--- src/rtl/core/efsg_pkg.sv ---
package efsg_pkg;

  // Fixed field widths of the request and span channels.
  localparam int DIM_W   = 8;
  localparam int ORG_W   = 15;
  localparam int COORD_W = 16;

  typedef struct packed {
    logic load;    // capture a request and clear the per-request state
    logic square;  // form the squared sizes and the pair count
    logic prep;    // form the first accumulator increments
    logic step;    // grow the inset by one
    logic emit;    // load the output register with the current pair
  } efsg_cmd_t;

  typedef struct packed {
    logic empty;      // the captured box has a zero side
    logic grow;       // the inset must grow before the pair is emitted
    logic last_pair;  // the current pair is the final one
  } efsg_status_t;

endpackage

--- src/rtl/core/efsg_controller.sv ---
module efsg_controller import efsg_pkg::*; (
  input  logic         clk,
  input  logic         rst,
  input  logic         in_valid,
  output logic         in_ready,
  output logic         out_valid,
  input  logic         out_ready,
  output efsg_cmd_t    cmd,
  input  efsg_status_t status
);

  localparam logic [1:0] S_IDLE   = 2'd0;
  localparam logic [1:0] S_SQUARE = 2'd1;
  localparam logic [1:0] S_PREP   = 2'd2;
  localparam logic [1:0] S_GROW   = 2'd3;

  logic [1:0] state;
  logic [1:0] state_next;
  logic       out_valid_next;
  logic       slot_free;

  assign slot_free = !out_valid || out_ready;
  assign in_ready  = (state == S_IDLE);

  always_comb begin
    state_next = state;
    cmd        = '0;
    unique case (state)
      S_IDLE: begin
        if (in_valid) begin
          cmd.load   = 1'b1;
          state_next = S_SQUARE;
        end
      end
      S_SQUARE: begin
        if (status.empty) begin
          state_next = S_IDLE;
        end else begin
          cmd.square = 1'b1;
          state_next = S_PREP;
        end
      end
      S_PREP: begin
        cmd.prep   = 1'b1;
        state_next = S_GROW;
      end
      S_GROW: begin
        if (status.grow) begin
          cmd.step = 1'b1;
        end else if (slot_free) begin
          cmd.emit = 1'b1;
          if (status.last_pair) begin
            state_next = S_IDLE;
          end
        end
      end
      default: begin
        state_next = S_IDLE;
      end
    endcase
  end

  always_comb begin
    out_valid_next = out_valid;
    if (cmd.emit) begin
      out_valid_next = 1'b1;
    end else if (out_ready) begin
      out_valid_next = 1'b0;
    end
  end

  always_ff @(posedge clk) begin
    if (rst) begin
      state     <= S_IDLE;
      out_valid <= 1'b0;
    end else begin
      state     <= state_next;
      out_valid <= out_valid_next;
    end
  end

  a_load_goes_to_square: assert property (@(posedge clk) disable iff (rst)
    (in_valid && in_ready) |=> (state == S_SQUARE))
    else $error("accepted request did not start the setup");

  a_last_returns_idle: assert property (@(posedge clk) disable iff (rst)
    (cmd.emit && status.last_pair) |=> (state == S_IDLE && out_valid))
    else $error("final pair did not end the request");

  a_valid_from_emit: assert property (@(posedge clk) disable iff (rst)
    $rose(out_valid) |-> $past(cmd.emit))
    else $error("output became valid without an emitted pair");

  a_step_stays: assert property (@(posedge clk) disable iff (rst)
    cmd.step |=> (state == S_GROW))
    else $error("inset step left the pair loop");

endmodule

--- config.mk ---
export PLATFORM = sky130hd
export DESIGN_NAME = efsg_controller
export DESIGN_NICKNAME = d
export VERILOG_FILES = /design/src/rtl/core/efsg_pkg.sv /design/src/rtl/core/efsg_controller.sv
export SDC_FILE = /design/constraint.sdc
export NUM_CORES = 1
export LEC_CHECK = 0
export BUFFER_PORTS_ARGS = -buffer_cell sky130_fd_sc_hd__buf_4
export CORE_AREA = 8 8 45 47
export CTS_BUF_LIST = sky130_fd_sc_hd__clkbuf_2 sky130_fd_sc_hd__clkbuf_4 sky130_fd_sc_hd__clkbuf_8
export DETAILED_ROUTE_END_ITERATION = 10
export DIE_AREA = 0 0 53 55
export PLACE_DENSITY = 0.38
export SYNTH_ARGS = -nofsm -noshare
export SYNTH_HDL_FRONTEND = slang
export SYNTH_SLANG_ARGS = --single-unit
--- constraint.sdc ---
create_clock -name clk -period 1.39 [get_ports clk]
set_clock_uncertainty 0.15 [all_clocks]
set_input_delay 0.0695 -clock clk [delete_from_list [all_inputs] [get_ports clk]]
set_output_delay 0.0695 -clock clk [all_outputs]
set_load 0.01 [all_outputs]
### After elaboration in Yosys (flattened, before gate mapping)

Cells that the tools add are included.
W data, S select, Z words.

| operators by class | value |
|---|---|
| mux-type cells | 17 |
| eq/ne operators | 7 |
| reductions and logical operators | 5 |

Operator list:

| operator | count |
|---|---|
| $mux W2 | 6 |
| $mux W1 | 10 |
| $ne A2 B2 Y1 const B | 4 |
| $pmux W2 S4 | 1 |
| $eq A2 B2 Y1 const B | 2 |
| $reduce_and A4 Y1 | 1 |
| $eq A2 B1 Y1 const B | 1 |
| $logic_not A2 Y1 | 1 |
| $reduce_bool A2 Y1 | 1 |
| $logic_not A1 Y1 | 1 |
| $logic_or A1 B1 Y1 | 1 |

| storage, ports and cells | value |
|---|---|
| register bits after elaboration | 3 |
| bits of input ports | 7 |
| word-level logic and storage cells | 31 |

### Logic depth before layout (Yosys ltp)

| depth | value |
|---|---|
| word-level depth | 6 |
| depth in mapped cells | 3 |
| gate-level depth less buffers | 3 |

### Worst setup path before layout

No wires, ideal clock.

| timing | value |
|---|---|
| path type | register -> register |
| from | reg out_valid |
| to | reg with a tool-made name |
| setup time | 126 ps |
| data required time | 1114 ps |
| period minus slack after synthesis | 1091 ps |
| path slack | 299 ps |
| cell stages (with the launch flop) | 4 |
| arrival time | 815 ps |
| cells stage by stage | dfxtp_1 nor2b_1 o31ai_1 a21oi_1 |

RTL lines:

| what | line | RTL |
|---|---|---|
| start, declared | efsg_controller.sv:6 | `output logic out_valid,` |
| start signal, assigned | efsg_controller.sv:78 | `out_valid <= out_valid_next;` |

==> impl.org <==
** Setup path
- Arrival time reported for the critical path endpoint :: 1.12 ns
- The worst setup path is captured at a primary output.
- Along the worst path, the maximum fanout reaches 4.
- Worst reg2reg setup slack :: 0.22 ns
- STA classifies the critical path startpoint as a flop.
- Data on the critical path is required at its endpoint by 1.17 ns.
- Critical path start-end classification :: flop to primary output
- RR Startpoint :: out_valid$_SDFFE_PP0P_
- Measured in cells, the most critical reg-to-reg path has a length of 3.

** GRT
- Vias in the first global route :: 206
- Peak-usage layer in the global routing report :: met1
- Overall track demand over capacity in global routing :: 4.310%
- For this run, global-route usage on met1 was measured as 5.144%.
- In the global route stage, met3 resource usage came out at 3.743%.
- Entering global routing, the biggest net connects 8 pins.
- Antenna violations before repair :: 0
- For met2 alone, demand over resource in global routing was 4.297%.
- GRT overflow :: 0
- The first global-routing pass estimated 890 um of wire.

** Final layout
- The net count of the finished layout is 49.
- Layout Area Growth over Synthesis :: 118.2%
- Cells with a size suffix above 1 make up 63.41% of the layout.
- The repair_antennas step left the layout with diodes totalling 0.

** Route
- First-pass detailed-route iteration total :: 4
- Drt drc :: 0
- For this block, the initial DRC count from the detailed router was 1.
- Total Routed Length :: 554 um
- Routed wire per std cell :: 9.719 um
- The routed layout has 204 vias.
- Antenna Violating Nets Remaining :: 0
- After detailed routing, the number of vias per cell comes to 3.579.

** Floorplan
- Initial core utilization :: 11.93%
- 14 I/O pins were placed.
- After floorplanning, the core was divided into 14 placement rows.
- Measured along the y axis, the die boundary spans 55 um.
- Width of the chip :: 53 um
- Die ar. :: 2915 sq um
- After floorplanning, the core was sized to cover 1384 sq um.

** Place
- Port Buf Inserts :: 13
- HPWL after detailed placement :: 444.5 um
- Final RePlAce weighted congestion :: 0.6818

** Synth
- Post-synthesis cell area :: 165.2 sq um
- Summed over its instances, the top area cell type makes up 36.36% of the synthesized netlist area.
- Number of nets produced by synthesis :: 27
- Sequential cells were found to cover 36.36% of the synthesized design area.
- Library cells used by synthesis :: 15
- Among all flip-flop cells after synthesis, the most frequent one is dfxtp_1.
- Syn Inst Count :: 20
- Yosys warnings :: 0
- List of most frequent post-synthesis cells :: dfxtp_1 (3), a21oi_1 (2), nand2_1 (2), nor2_1 (2)
- Synthesis-stage register bit count :: 3
- Avg Synthesized Cell Area :: 8.258 sq um
- Area leader, netlist :: dfxtp_1
- Counting flops with an async set or reset pin after synthesis yields a share of 0%.
- Yosys instantiated no cell more often than dfxtp_1.
- Counting flops with a built-in enable in the synthesized netlist gives 0.
- Main area contributors after synthesis :: dfxtp_1 (36%), a21oi_1 (6.1%), o21ba_2 (6.1%)

** Clock network
- In this run the number of H-tree levels came out at 1.
- Clock-pin slew was measured on the worst setup and hold paths at 0.03 ns.
- Counting the buffers created by CTS gives 3.
- Clock latency reported for the late side of the worst-skew pair :: 0.23 ns
- The tree is rooted in a clkbuf_4.
- Clock tree from TritonCTS :: yes
- Count of hold-fix buffers inserted at cts :: 3
- The clock passes through at most 2 buffers.
- Counting every sink on the clock net gives 3.

** Timing
- Hold timing on the final database bottoms out at a slack of -0.02783 ns.
- Worst-margin pin slew :: 0.3066 ns
- Final worst path period need :: 1.343 ns
- Measured against its own limit, the worst slew margin works out to 79.39%.
- Total Negative Setup Slacks :: 0 ns
- Count of final setup violators :: 0
- Setup repair after global routing left no endpoint under its margin.
- Static timing analysis puts the maximum clock frequency at 744.7 MHz.
- Period Utilization, post-route :: 96.60%
- Number of max-slew violations in the final report :: 0
- Final hold vios :: 1

** Power and ir drop
- VDD sags by at most 343.4 uV.
- Pwr/cell area :: 918.4 nW/um^2
- For this design the static power due to leakage is 0.0001764 uW.

** Worst hold path
- Worst Hold Depth :: 3
- In this run the worst hold path is classified as input port to flop.
- The startpoint identified for the worst hold timing path is status[2].

** Status
- The flow ran to the end, but the final reports show violations.
- The checks that failed: hold timing.

** Run
- Across the run, the number of max-cap violations was 0.
## final cells by class
| cell class | count | area, sq um |
|---|---|---|
| inverter | 1 | 3.754 |
| clock buffer | 4 | 30.03 |
| tap | 16 | 20.02 |
| timing repair buffer | 18 | 142.6 |
| multi-input combinational | 15 | 96.34 |
| fill | 150 | 1023 |
| sequential | 3 | 67.56 |
## critical path: stages (launching register included)
cell and delay (ns):
dfxtp_4 0.34, or3b_4 0.39, inv_1 0.06, buf_4 0.11
## timing repair
action | CTS | global route
pin swaps | 0 | 0
setup endpoints to repair | 1 | 1
endpoints found under the hold margin | 3 | 1
setup buffers | 0 | 2
resized for setup | 1 | 4
cloned | 0 | 0
## power by group
| part | total [uW] | internal (uW) | switching [uW] |
|---|---|---|---|
| clock network | 170 | 127 | 43.4 |
| registers | 94.0 | 89.9 | 4.12 |
| logic | 66.6 | 42.8 | 23.8 |
| total | 331 | 260 | 71.3 |
## kinds of logic after synthesis
group | after synthesis | share of synthesized area, %
simple gates | 11 | 40.16
buf+inv | 2 | 6.818
flops | 3 | 36.37
compound gates | 4 | 16.67
## metal layers
layer  vias up  part of all wire [%]
met3         0                    22
met4         0                     0
li1        110                     -
met5         -                     0
met1        81                    44
met2        13                    34
## cells in the final DEF, fill, tap and decap left out
cell type,n
or3b_4,1
and2_1,1
o31ai_1,1
dfxtp_4,2
a21oi_1,2
buf_4,15
and3_2,1
dfxtp_1,1
clkbuf_4,4
o21ba_2,1
nor2_1,2
inv_1,1
nor2b_1,1
nand2_1,2
nor3_1,1
nand2b_2,1
and2b_2,1
dlygate4sd3_1,3
## how the worst max path moves through the flow
stage / cells after the start / to / slack [ns]
5_1_grt: 3 / cmd[3] / 0.006
2_1_floorplan: 3 / flop / 0.30
6_report: 3 / cmd[3] / 0.05
3_3_place_gp: 3 / cmd[3] / 0.22
4_1_cts: 3 / cmd[3] / 0.008
3_5_place_dp: 3 / cmd[3] / 0.21
## through the flow
| stage | instances | total power, uW | utilization, % | worst slack (ns) | instance area [sq um] |
|---|---|---|---|---|---|
| 2_1_floorplan | 20 | 116.7 | - | 0.2989 | 165.2 |
| 3_3_place_gp | 48 | 150.0 | 19.89 | 0.2208 | 275.3 |
| 3_5_place_dp | 48 | 150.3 | 19.89 | 0.2131 | 275.3 |
| 4_1_cts | 55 | 338.6 | 24.32 | 0.008215 | 336.6 |
| 5_1_grt | 57 | 362.5 | 26.04 | 0.005850 | 360.3 |
| 6_report | 57 | 330.9 | 26.04 | 0.04724 | 360.3 |
No activity file was read; power rests on OpenSTA's default activity.
